[src/rtl/sha_pkg.sv]
package sha_pkg;

	localparam int unsigned WordW = 32;
	localparam int unsigned BlockWords = 16;
	localparam int unsigned Rounds = 64;
	localparam int unsigned DigestWords = 8;

	typedef logic [WordW-1:0] word_t;

	// one queue entry: a block word, and a mark on the final word of a message
	typedef struct packed {
		word_t word;
		logic  fin;
	} qent_t;

	typedef enum logic [2:0] {
		F_IDLE,
		F_MARK,
		F_ZERO,
		F_LENHI,
		F_LENLO
	} fstate_t;

	typedef enum logic [1:0] {
		C_LOAD,
		C_ROUND,
		C_UPDATE,
		C_EMIT
	} cstate_t;

	localparam word_t MarkWord = 32'h8000_0000;
	localparam logic [7:0] MarkByte = 8'h80;

	function automatic word_t init_hash(input logic [2:0] idx);
		word_t r;
		unique case (idx)
			3'd0: r = 32'h6a09e667;
			3'd1: r = 32'hbb67ae85;
			3'd2: r = 32'h3c6ef372;
			3'd3: r = 32'ha54ff53a;
			3'd4: r = 32'h510e527f;
			3'd5: r = 32'h9b05688c;
			3'd6: r = 32'h1f83d9ab;
			3'd7: r = 32'h5be0cd19;
			default: r = '0;
		endcase
		return r;
	endfunction

	function automatic word_t round_k(input logic [5:0] idx);
		word_t r;
		unique case (idx)
			6'd0: r = 32'h428a2f98;  6'd1: r = 32'h71374491;
			6'd2: r = 32'hb5c0fbcf;  6'd3: r = 32'he9b5dba5;
			6'd4: r = 32'h3956c25b;  6'd5: r = 32'h59f111f1;
			6'd6: r = 32'h923f82a4;  6'd7: r = 32'hab1c5ed5;
			6'd8: r = 32'hd807aa98;  6'd9: r = 32'h12835b01;
			6'd10: r = 32'h243185be; 6'd11: r = 32'h550c7dc3;
			6'd12: r = 32'h72be5d74; 6'd13: r = 32'h80deb1fe;
			6'd14: r = 32'h9bdc06a7; 6'd15: r = 32'hc19bf174;
			6'd16: r = 32'he49b69c1; 6'd17: r = 32'hefbe4786;
			6'd18: r = 32'h0fc19dc6; 6'd19: r = 32'h240ca1cc;
			6'd20: r = 32'h2de92c6f; 6'd21: r = 32'h4a7484aa;
			6'd22: r = 32'h5cb0a9dc; 6'd23: r = 32'h76f988da;
			6'd24: r = 32'h983e5152; 6'd25: r = 32'ha831c66d;
			6'd26: r = 32'hb00327c8; 6'd27: r = 32'hbf597fc7;
			6'd28: r = 32'hc6e00bf3; 6'd29: r = 32'hd5a79147;
			6'd30: r = 32'h06ca6351; 6'd31: r = 32'h14292967;
			6'd32: r = 32'h27b70a85; 6'd33: r = 32'h2e1b2138;
			6'd34: r = 32'h4d2c6dfc; 6'd35: r = 32'h53380d13;
			6'd36: r = 32'h650a7354; 6'd37: r = 32'h766a0abb;
			6'd38: r = 32'h81c2c92e; 6'd39: r = 32'h92722c85;
			6'd40: r = 32'ha2bfe8a1; 6'd41: r = 32'ha81a664b;
			6'd42: r = 32'hc24b8b70; 6'd43: r = 32'hc76c51a3;
			6'd44: r = 32'hd192e819; 6'd45: r = 32'hd6990624;
			6'd46: r = 32'hf40e3585; 6'd47: r = 32'h106aa070;
			6'd48: r = 32'h19a4c116; 6'd49: r = 32'h1e376c08;
			6'd50: r = 32'h2748774c; 6'd51: r = 32'h34b0bcb5;
			6'd52: r = 32'h391c0cb3; 6'd53: r = 32'h4ed8aa4a;
			6'd54: r = 32'h5b9cca4f; 6'd55: r = 32'h682e6ff3;
			6'd56: r = 32'h748f82ee; 6'd57: r = 32'h78a5636f;
			6'd58: r = 32'h84c87814; 6'd59: r = 32'h8cc70208;
			6'd60: r = 32'h90befffa; 6'd61: r = 32'ha4506ceb;
			6'd62: r = 32'hbef9a3f7; 6'd63: r = 32'hc67178f2;
			default: r = '0;
		endcase
		return r;
	endfunction

	function automatic word_t rotr(input word_t x, input int unsigned n);
		return (x >> n) | (x << (WordW - n));
	endfunction

endpackage

[src/rtl/sha_fifo.sv]
module sha_fifo #(
	parameter int unsigned DEPTH = 4
) (
	input  logic           clk,
	input  logic           arst_n,
	input  logic           push,
	input  sha_pkg::qent_t push_data,
	output logic           full,
	input  logic           pop,
	output sha_pkg::qent_t pop_data,
	output logic           not_empty
);

	localparam int unsigned AW = (DEPTH > 1) ? $clog2(DEPTH) : 1;
	localparam int unsigned CW = $clog2(DEPTH + 1);

	sha_pkg::qent_t mem_q [DEPTH];
	logic [AW-1:0] wr_q, rd_q;
	logic [CW-1:0] cnt_q;

	assign full = (cnt_q == CW'(DEPTH));
	assign not_empty = (cnt_q != '0);
	assign pop_data = mem_q[rd_q];

	always_ff @(posedge clk) begin
		if (push && !full) begin
			mem_q[wr_q] <= push_data;
		end
	end

	always_ff @(posedge clk or negedge arst_n) begin
		if (!arst_n) begin
			wr_q <= '0;
			rd_q <= '0;
			cnt_q <= '0;
		end else begin
			if (push && !full) begin
				wr_q <= (wr_q == AW'(DEPTH - 1)) ? '0 : wr_q + 1'b1;
			end
			if (pop && not_empty) begin
				rd_q <= (rd_q == AW'(DEPTH - 1)) ? '0 : rd_q + 1'b1;
			end
			unique case ({push && !full, pop && not_empty})
				2'b10: cnt_q <= cnt_q + 1'b1;
				2'b01: cnt_q <= cnt_q - 1'b1;
				default: cnt_q <= cnt_q;
			endcase
		end
	end

endmodule

[src/rtl/sha_front.sv]
module sha_front (
	input  logic           clk,
	input  logic           arst_n,
	input  logic           in_valid,
	output logic           in_stall,
	input  logic [31:0]    data_word,
	input  logic [2:0]     byte_count,
	input  logic           is_last,
	output logic           push,
	output sha_pkg::qent_t push_data,
	input  logic           full
);

	sha_pkg::fstate_t state_q, state_d;
	logic [3:0]  fill_q;
	logic [63:0] bits_q;
	logic        accept;
	logic [2:0]  cnt;
	sha_pkg::word_t tail;

	// saturate the byte count and place the marker after the valid bytes
	always_comb begin
		cnt = (byte_count > 3'd4) ? 3'd4 : byte_count;
		unique case (cnt)
			3'd0: tail = sha_pkg::MarkWord;
			3'd1: tail = {data_word[31:24], sha_pkg::MarkByte, 16'h0};
			3'd2: tail = {data_word[31:16], sha_pkg::MarkByte, 8'h0};
			3'd3: tail = {data_word[31:8], sha_pkg::MarkByte};
			default: tail = data_word;
		endcase
	end

	assign accept = in_valid && !in_stall;

	always_comb begin
		state_d = state_q;
		in_stall = 1'b1;
		push = 1'b0;
		push_data = '{word: '0, fin: 1'b0};
		unique case (state_q)
			sha_pkg::F_IDLE: begin
				in_stall = full;
				push = accept;
				push_data.word = is_last ? tail : data_word;
				if (accept && is_last) begin
					state_d = (cnt == 3'd4) ? sha_pkg::F_MARK : sha_pkg::F_ZERO;
				end
			end
			sha_pkg::F_MARK: begin
				push = 1'b1;
				push_data.word = sha_pkg::MarkWord;
				if (!full) begin
					state_d = sha_pkg::F_ZERO;
				end
			end
			sha_pkg::F_ZERO: begin
				// zero words until two slots remain in the block
				if (fill_q == 4'd14) begin
					state_d = sha_pkg::F_LENHI;
				end else begin
					push = 1'b1;
				end
			end
			sha_pkg::F_LENHI: begin
				push = 1'b1;
				push_data.word = bits_q[63:32];
				if (!full) begin
					state_d = sha_pkg::F_LENLO;
				end
			end
			sha_pkg::F_LENLO: begin
				push = 1'b1;
				push_data = '{word: bits_q[31:0], fin: 1'b1};
				if (!full) begin
					state_d = sha_pkg::F_IDLE;
				end
			end
			default: state_d = sha_pkg::F_IDLE;
		endcase
	end

	always_ff @(posedge clk or negedge arst_n) begin
		if (!arst_n) begin
			state_q <= sha_pkg::F_IDLE;
		end else begin
			state_q <= state_d;
		end
	end

	always_ff @(posedge clk or negedge arst_n) begin
		if (!arst_n) begin
			fill_q <= '0;
			bits_q <= '0;
		end else begin
			if (push && !full) begin
				fill_q <= fill_q + 1'b1;
			end
			if (accept) begin
				bits_q <= bits_q + (is_last ? {58'h0, cnt, 3'b000} : 64'd32);
			end else if (state_q == sha_pkg::F_LENLO && !full) begin
				bits_q <= '0;
			end
		end
	end

endmodule

[src/rtl/sha_core.sv]
module sha_core (
	input  logic           clk,
	input  logic           arst_n,
	input  logic           q_valid,
	input  sha_pkg::qent_t q_data,
	output logic           q_pop,
	output logic           out_valid,
	input  logic           out_stall,
	output logic [31:0]    digest_word,
	output logic [2:0]     word_index,
	output logic           last_word
);

	sha_pkg::cstate_t state_q, state_d;
	sha_pkg::word_t h_q [8];
	sha_pkg::word_t v_q [8];
	sha_pkg::word_t w_q [16];
	logic [5:0] rnd_q;
	logic [3:0] cnt_q;
	logic [2:0] idx_q;
	logic       fin_q;
	logic       out_load;
	logic       take;

	sha_pkg::word_t s0, s1, w_new, big0, big1, ch, maj, t1, t2;

	// message schedule on a sliding window of sixteen words
	always_comb begin
		s0 = sha_pkg::rotr(w_q[1], 7) ^ sha_pkg::rotr(w_q[1], 18) ^ (w_q[1] >> 3);
		s1 = sha_pkg::rotr(w_q[14], 17) ^ sha_pkg::rotr(w_q[14], 19) ^ (w_q[14] >> 10);
		w_new = s1 + w_q[9] + s0 + w_q[0];
		big1 = sha_pkg::rotr(v_q[4], 6) ^ sha_pkg::rotr(v_q[4], 11)
			^ sha_pkg::rotr(v_q[4], 25);
		ch = (v_q[4] & v_q[5]) ^ (~v_q[4] & v_q[6]);
		t1 = v_q[7] + big1 + ch + sha_pkg::round_k(rnd_q) + w_q[0];
		big0 = sha_pkg::rotr(v_q[0], 2) ^ sha_pkg::rotr(v_q[0], 13)
			^ sha_pkg::rotr(v_q[0], 22);
		maj = (v_q[0] & v_q[1]) ^ (v_q[0] & v_q[2]) ^ (v_q[1] & v_q[2]);
		t2 = big0 + maj;
	end

	assign q_pop = (state_q == sha_pkg::C_LOAD);
	assign take = q_pop && q_valid;
	assign out_load = (state_q == sha_pkg::C_EMIT) && (!out_valid || !out_stall);

	always_comb begin
		state_d = state_q;
		unique case (state_q)
			sha_pkg::C_LOAD: begin
				if (take && cnt_q == 4'd15) begin
					state_d = sha_pkg::C_ROUND;
				end
			end
			sha_pkg::C_ROUND: begin
				if (rnd_q == 6'd63) begin
					state_d = sha_pkg::C_UPDATE;
				end
			end
			sha_pkg::C_UPDATE: begin
				state_d = fin_q ? sha_pkg::C_EMIT : sha_pkg::C_LOAD;
			end
			sha_pkg::C_EMIT: begin
				if (out_load && idx_q == 3'd7) begin
					state_d = sha_pkg::C_LOAD;
				end
			end
			default: state_d = sha_pkg::C_LOAD;
		endcase
	end

	always_ff @(posedge clk or negedge arst_n) begin
		if (!arst_n) begin
			state_q <= sha_pkg::C_LOAD;
		end else begin
			state_q <= state_d;
		end
	end

	// working variables, schedule window and digest output register
	always_ff @(posedge clk) begin
		if (take) begin
			for (int i = 0; i < 15; i++) begin
				w_q[i] <= w_q[i+1];
			end
			w_q[15] <= q_data.word;
			fin_q <= q_data.fin;
			if (cnt_q == 4'd15) begin
				for (int i = 0; i < 8; i++) begin
					v_q[i] <= h_q[i];
				end
			end
		end else if (state_q == sha_pkg::C_ROUND) begin
			for (int i = 0; i < 15; i++) begin
				w_q[i] <= w_q[i+1];
			end
			w_q[15] <= w_new;
			v_q[7] <= v_q[6];
			v_q[6] <= v_q[5];
			v_q[5] <= v_q[4];
			v_q[4] <= v_q[3] + t1;
			v_q[3] <= v_q[2];
			v_q[2] <= v_q[1];
			v_q[1] <= v_q[0];
			v_q[0] <= t1 + t2;
		end
		if (out_load) begin
			digest_word <= h_q[idx_q];
			word_index <= idx_q;
			last_word <= (idx_q == 3'd7);
		end
	end

	always_ff @(posedge clk or negedge arst_n) begin
		if (!arst_n) begin
			for (int i = 0; i < 8; i++) begin
				h_q[i] <= sha_pkg::init_hash(3'(i));
			end
			rnd_q <= '0;
			cnt_q <= '0;
			idx_q <= '0;
			out_valid <= 1'b0;
		end else begin
			if (take) begin
				cnt_q <= cnt_q + 1'b1;
				rnd_q <= '0;
			end
			if (state_q == sha_pkg::C_ROUND) begin
				rnd_q <= rnd_q + 1'b1;
			end
			if (state_q == sha_pkg::C_UPDATE) begin
				for (int i = 0; i < 8; i++) begin
					h_q[i] <= h_q[i] + v_q[i];
				end
				idx_q <= '0;
			end
			if (out_load) begin
				out_valid <= 1'b1;
				idx_q <= idx_q + 1'b1;
				if (idx_q == 3'd7) begin
					for (int i = 0; i < 8; i++) begin
						h_q[i] <= sha_pkg::init_hash(3'(i));
					end
				end
			end else if (!out_stall) begin
				out_valid <= 1'b0;
			end
		end
	end

	a_round_end: assert property (@(posedge clk) disable iff (!arst_n)
		(state_q == sha_pkg::C_ROUND && rnd_q == 6'd63) |=> state_q == sha_pkg::C_UPDATE)
		else $error("round loop did not end after the last round");

	a_block_full: assert property (@(posedge clk) disable iff (!arst_n)
		(state_q == sha_pkg::C_ROUND) |-> cnt_q == 4'd0)
		else $error("compression started on a partial block");

	a_last_idx: assert property (@(posedge clk) disable iff (!arst_n)
		(out_valid && last_word) |-> word_index == 3'd7)
		else $error("final digest beat at wrong position");

	a_no_load: assert property (@(posedge clk) disable iff (!arst_n)
		(state_q != sha_pkg::C_LOAD) |-> !q_pop)
		else $error("queue popped while compressing or emitting");

endmodule

[src/rtl/sha256_hash_engine.sv]
// SHA-256 hash engine. The message enters as big-endian 32-bit words, one per
// input beat, first byte in bits 31..24; every beat counts four bytes except
// the one with is_last set, which carries byte_count (0..4, larger values
// count as 4) leading bytes and may carry none. After the last beat the block
// pads the message, folds in the 64-bit bit length and returns the digest as
// eight output beats, word_index 0 first, last_word on the eighth, then starts
// over for the next message. A front end turns input beats into block words
// (adding the 0x80 marker, zero fill and length words) and feeds a short queue;
// the compression core behind it loads sixteen words, one per cycle while the
// queue holds them, then runs 64 rounds at one round per cycle and updates the
// hash. The core takes no words from the queue while it runs rounds, updates
// or emits the digest. A final block adds the padding words and the eight
// digest output beats. Output beats sit in a register, so a stalled digest
// does not hold up the input side while the queue has room.
module sha256_hash_engine #(
	parameter int unsigned QUEUE_DEPTH = 4
) (
	input  logic        clk,
	input  logic        arst_n,
	input  logic        in_valid,
	output logic        in_stall,
	input  logic [31:0] data_word,
	input  logic [2:0]  byte_count,
	input  logic        is_last,
	output logic        out_valid,
	input  logic        out_stall,
	output logic [31:0] digest_word,
	output logic [2:0]  word_index,
	output logic        last_word
);

	// front end to queue
	logic           push;
	logic           full;
	sha_pkg::qent_t push_data;

	// queue to core
	logic           pop;
	logic           not_empty;
	sha_pkg::qent_t pop_data;

	sha_front u_front (
		.clk       (clk),
		.arst_n    (arst_n),
		.in_valid  (in_valid),
		.in_stall  (in_stall),
		.data_word (data_word),
		.byte_count(byte_count),
		.is_last   (is_last),
		.push      (push),
		.push_data (push_data),
		.full      (full)
	);

	sha_fifo #(
		.DEPTH(QUEUE_DEPTH)
	) u_fifo (
		.clk      (clk),
		.arst_n   (arst_n),
		.push     (push),
		.push_data(push_data),
		.full     (full),
		.pop      (pop),
		.pop_data (pop_data),
		.not_empty(not_empty)
	);

	// core holds the chaining hash and the digest output register
	sha_core u_core (
		.clk        (clk),
		.arst_n     (arst_n),
		.q_valid    (not_empty),
		.q_data     (pop_data),
		.q_pop      (pop),
		.out_valid  (out_valid),
		.out_stall  (out_stall),
		.digest_word(digest_word),
		.word_index (word_index),
		.last_word  (last_word)
	);

endmodule

[config.mk]
export PLATFORM = sky130hd
export DESIGN_NAME = sha256_hash_engine
export DESIGN_NICKNAME = d
export VERILOG_FILES = /design/src/rtl/sha_pkg.sv /design/src/rtl/sha_fifo.sv /design/src/rtl/sha_front.sv /design/src/rtl/sha_core.sv /design/src/rtl/sha256_hash_engine.sv
export SDC_FILE = /design/constraint.sdc
export NUM_CORES = 2
export LEC_CHECK = 0
export BUFFER_PORTS_ARGS = -buffer_cell sky130_fd_sc_hd__buf_2
export CAP_MARGIN = 20
export CORE_ASPECT_RATIO = 1.1
export CORE_MARGIN = 3
export CORE_UTILIZATION = 45
export DETAILED_ROUTE_END_ITERATION = 8
export HOLD_SLACK_MARGIN = 0.1
export REMOVE_ABC_BUFFERS = 1
export SLEW_MARGIN = 10
export SYNTH_ARGS = -nofsm -noshare
export SYNTH_HDL_FRONTEND = slang
export SYNTH_SLANG_ARGS = --single-unit
[constraint.sdc]
create_clock -name clk -period 15.55 [get_ports clk]
set_input_delay 3.11 -clock clk [delete_from_list [all_inputs] [get_ports clk]]
set_output_delay 3.11 -clock clk [all_outputs]
set_load 0.01 [all_outputs]
## After elaboration in Yosys (flattened, before gate mapping)

Memories as Yosys holds them, arrays and structs flattened.
Cells that the tools add are included.

| word-level totals | value |
|---|---|
| register bits | 387 |
| bits in writable memories | 900 |
| memory bits (read-only) | 2048 |
| bits of input ports | 40 |
| output and inout bits | 38 |
| word-level logic and storage cells | 233 |
| memories kept | 4 |

Memory list:

| memory | depth | bits a word | rd ports | clocked after Yosys merged registers in | write ports | line | text |
|---|---|---|---|---|---|---|---|
| (name not given) | 64 | 32 | 1 | 0 | 0 | sha_pkg.sv:52 | `unique case (idx)` |
| u_core.w_q | 16 | 32 | 16 | 0 | 16 | sha_core.sv:17 | `sha_pkg::word_t w_q [16];` |
| u_core.v_q | 8 | 32 | 8 | 0 | 8 | sha_core.sv:16 | `sha_pkg::word_t v_q [8];` |
| u_fifo.mem_q | 4 | 33 | 1 | 0 | 1 | sha_fifo.sv:17 | `sha_pkg::qent_t mem_q [DEPTH];` |

| cells by class | value |
|---|---|
| add/subtract/negate cells | 27 |
| $lt $le $gt $ge | 2 |
| equality and inequality tests | 29 |
| mux-type cells | 72 |
| bitwise logic cells | 52 |
| reduce and logical (&&, ||, !) cells | 24 |

Operators with widths:

| kind | number |
|---|---|
| $mux W32 | 27 |
| $mux W256 | 3 |
| $add A32 B32 Y32 | 18 |
| $xor A32 B32 Y32 | 9 |
| $pmux W32 S4 | 2 |
| $and A32 B32 Y32 | 5 |
| $mux W64 | 2 |
| $bmux W32 S3 | 1 |
| $add A64 B64 Y64 | 1 |
| $not A32 Y32 | 1 |
| $or A10 B32 Y32 | 1 |
| $or A13 B32 Y32 | 1 |
| $or A14 B32 Y32 | 1 |
| $or A15 B32 Y32 | 1 |
| $or A19 B32 Y32 | 1 |
| $or A21 B32 Y32 | 1 |
| $or A25 B32 Y32 | 1 |
| $or A26 B32 Y32 | 1 |
| $or A30 B32 Y32 | 1 |
| $or A7 B32 Y32 | 1 |
| $xor A32 B22 Y32 | 1 |
| $xor A32 B29 Y32 | 1 |
| $mux W3 | 8 |
| $or A1 B1 Y1 | 24 |
| other kinds (34) | 93 |

## Longest topological paths before layout

An unclocked memory read counts as a cell.

| depth | value |
|---|---|
| word-level depth | 10 |
| gate-level depth with buffers | 41 |
| depth with buffers taken out | 39 |

## By module

Synthesis repeated with hierarchy kept, for this count alone.

| unflattened totals | value |
|---|---|
| cells, all modules | 6975 |
| area, all modules | 76314.4 um^2 |

By module, submodules not included:

| module | instances | cells each | area each (um^2) |
|---|---|---|---|
| sha_core | 1 | 6306 | 66979.2 |
| sha_fifo | 1 | 213 | 5275.1 |
| sha_front | 1 | 456 | 4060.1 |

## Worst setup path after synthesis

Ideal clock, no wire load.

| timing path | value |
|---|---|
| kind | register -> register |
| start | reg u_core.state_q[0] |
| end | reg u_core.rnd_q[4] |
| setup time | 0.138 ns |
| arrival | 12.978 ns |
| slack | 2.434 ns |
| cell stages (with the launch flop) | 9 |
| clock period less this slack | 13.116 ns |
| cell sequence | dfrtp_1 -> clkbuf_1 -> nor2_1 -> o31ai_1 -> clkbuf_1 -> nand2_1 -> o21ai_0 -> nand2_1 -> o21ai_0 |

| on the way | value |
|---|---|
| word-level cells in the longest chain between the ends | 3 |
| elaborated cells on any way between the ends | 5 |

RTL lines:

| item | line | text |
|---|---|---|
| start, declared | sha_core.sv:14 | `sha_pkg::cstate_t state_q, state_d;` |
| start signal, assigned | sha_core.sv:73 | `state_q <= sha_pkg::C_LOAD;` |
| start signal, assigned | sha_core.sv:75 | `state_q <= state_d;` |
| $logic_not A2 Y1 | sha_core.sv:42 | `assign q_pop = (state_q == sha_pkg::C_LOAD);` |
| $logic_and A1 B1 Y1 | sha_core.sv:43 | `assign take = q_pop && q_valid;` |
| $reduce_bool A2 Y1 (no line) | n/a |  |
| end signal, assigned | sha_core.sv:128 | `rnd_q <= rnd_q + 1'b1;` |
| end, declared | sha_core.sv:18 | `logic [5:0] rnd_q;` |

Several ways; a longest one is shown, not always the timed one.
A chain may end at the register's enable or synchronous reset.

==> results.md <==
- Avg Cell Area, Syn: roughly 11 um^2
- P&R area growth vs syn: 10.1%
- Drt pass-1 iters: 7
- Cell area after layout: about 85000 um^2
- Top cell type's share of synthesized area: a little over a third
- Area of the multi-input gates: 37500 um^2
- Fin crit share: about two thirds
- Placed Area: 80100 um^2
- Syn Std Cell Area: 77300 um^2
- Layout cells sized above 1: around 10%
- Gpl congestion: slightly below 1
- Pin count of the biggest net entering global routing: 202
- Fin. max-slew vios: 0
- Slew @ Worst Pin: between 1000 and 1500 ps
- First-pass GRT wire length: approximately 360000 um
- H-tree Lvls: 4
- CTS clock-pin slew for the worst setup and hold paths: 60 ps
- CORE AREA: about 170000 um^2
- Post_cts resized: 0
- CTS tree: built
- Final setup TNS: 0 ps
- Hold Buf Count CTS: 0
- Final setup fails: 0
- DRT iter0 DRCs: around 5300
- Initial antenna violation count: 4
- Post-synth EDFFs: 937
- Initial Util: a little under half
- Commonest register cell after synthesis: edfxtp_1
- Post-Route WL: roughly 240000 um
- Area contributors post-synth: edfxtp_1 36%, dfrtp_1 6.8%, ha_1 6.6%
- Slew HR: about 7.3%
- Req. time, crit path: 16040 ps
- Total gr overflow: 0
- Critical path fanouts, max: 23
- Vias per cell: between 5 and 6
- Commonest cells after routing, fill and taps aside: 1222 x nand2_1, 937 x edfxtp_1, 496 x a21oi_1
- Vias in the first global route: 54200
- Yosys reg bits: 1284
- Netlist cell types: 91
- Drt wl/cell: approximately 25 um
- Ys Warns: 0
- CP endpoint kind: flop
- Chip height: between 400 and 500 um
- Number of max-cap violations: 0
- Async set-reset flop share out of synthesis: approximately 27%
- Seq/Total Area, Yosys: 47.8%
- Crit path kind: reg2reg
- Delay of the slowest critical-path stage: 890 ps
- Total GRT Usage: a little over a quarter
- Fmax: a little under 0.1 GHz
- CTS Buffer Depth: 3
- Post-DRT Antenna Nets: 0
- Die span in x: between 400 and 500 um
- Min-Delay Path Class: reg2reg
- Root Buffer: clkbuf_16
- Cell with the most instances on the worst path: o21ai_0
- DP Wirelength: approximately 170000 um
- Worst hold path depth: 0
- Flip-flop and latch area: 37000 um^2
- Unrepaired setup endpoints after global routing: false
- CP arrival: 10860 ps
- Critical Path Slowest Stage Cell: o41ai_1
- Net count, final: ~8000
- CTS Buf Count: around 140
- Port bufs: 77
- Full die area: about 180000 um^2
- Row count: roughly 160
- Startpoint types: flop
- Io pins: roughly 80
- Post-CTS Setup Bufs: 0
- Leading cell type in the layout, fill and taps excluded: nand2_1
- Worst-skew pair later-pin latency: between 800 and 900 ps
- Syn Inst Count: slightly above 7000
- Clk_skew: between 50 and 60 ps
- Final hold violation count: 0
- Clock sink count: between 1000 and 1500
- R2R cell count: 36
- Min Clock Period, post-route: ~10000 ps
- Layout fillers: roughly 15000
- Routed vias: ~57000
- DRC: 0
- Status: completed
- Yosys top cell by area: edfxtp_1
==> Yosys cell counts (48+ instances only) <==
cell type	count
a21o_1	221
fa_1	197
clkbuf_1	288
nand3_1	140
mux4_2	104
o21bai_1	48
edfxtp_1	937
mux2i_1	62
xor2_1	230
nor2_1	272
inv_1	458
nand2_1	1226
nor2b_1	50
a211oi_1	72
dfrtp_1	211
nor3_1	80
xnor2_1	328
a21oi_1	497
o21ai_0	421
dfstp_2	136
a31oi_1	48
o211ai_1	110
nand2b_1	65
mux2_2	53
ha_1	407
==> through the flow <==
step           utilization [%]  setup WS, ps  cells  hold slack (ps)
6_report                  50.2          5180   9574              396
5_1_grt                   50.2          4610   9572              396
4_1_cts                   50.2          5310   9570              387
3_5_place_dp              47.2          5350   9300              405
3_3_place_gp              47.2          5370   9298              400
2_1_floorplan                -         -8750   6901              400
==> sequential cells by signal, summed over array words and instances, names as in the netlist, 4 cells and up <==
signal,cells
u_core.cnt_q,4
u_core.digest_word,32
u_core.h_q,256
u_core.rnd_q,6
u_core.v_q,256
u_core.w_q,512
u_fifo.mem_q,132
u_front.bits_q,61
u_front.fill_q,4
==> metal layers <==
metal,vias up,global-route usage [%],routed length [um]
li1,25800,-,-
met1,28400,38.9,108000
met2,2018,40.0,104000
met3,364,4.54,17000
met4,2,9.48,8400
met5,-,0.630,133
==> worst paths after layout <==
kind / from / end / slack, ps
setup / recovery: u_core.rnd_q[0] / u_core.v_q[0][29] / 5180
hold / removal: u_core.w_q[0][73] / u_core.w_q[0][41] / 400
setup reg to reg: u_core.rnd_q[0] / u_core.v_q[0][29] / 5180
hold reg to reg: u_core.w_q[0][73] / u_core.w_q[0][41] / 400
max in group asynchronous: arst_n / u_core.idx_q[1] / 10020
min in group asynchronous: arst_n / u_front.bits_q[54] / 2340
==> final cells by class <==
class                   instances  area share, %
clock buffers                 175           4.49
multi-input cells            5157           44.0
flip-flops and latches       1284           43.5
repair buffers                160           1.30
diodes                          3        0.00882
well taps                    2240           3.29
inverters                     460           2.03
clock inverters                95           1.41
==> critical path, delay by kind of cell, from the launching register on <==
family / cells / cell delay (ps)
XOR/XNOR: 2 / 410
AND/OR/NAND/NOR: 5 / 900
buffers and inverters: 5 / 820
adder cells (fa/ha/maj): 7 / 3240
AO/OA/AOI/OAI: 17 / 4340
flip-flops: 1 / 320
==> kinds of logic after synthesis <==
group	count (synthesis)	synth area share, %
and+or+nand+nor	2046	11.5
AOI/OAI and AO/OA	1727	14.1
DFF	1284	47.8
buffers and inverters	796	3.87
adders and majority gates	607	11.7
xor gates and xnor gates	558	6.32
muxes	219	4.60
Power is left out: the tool's default activity adds up to more than one toggle a clock period on the data nets, which glitch-free logic cannot reach.
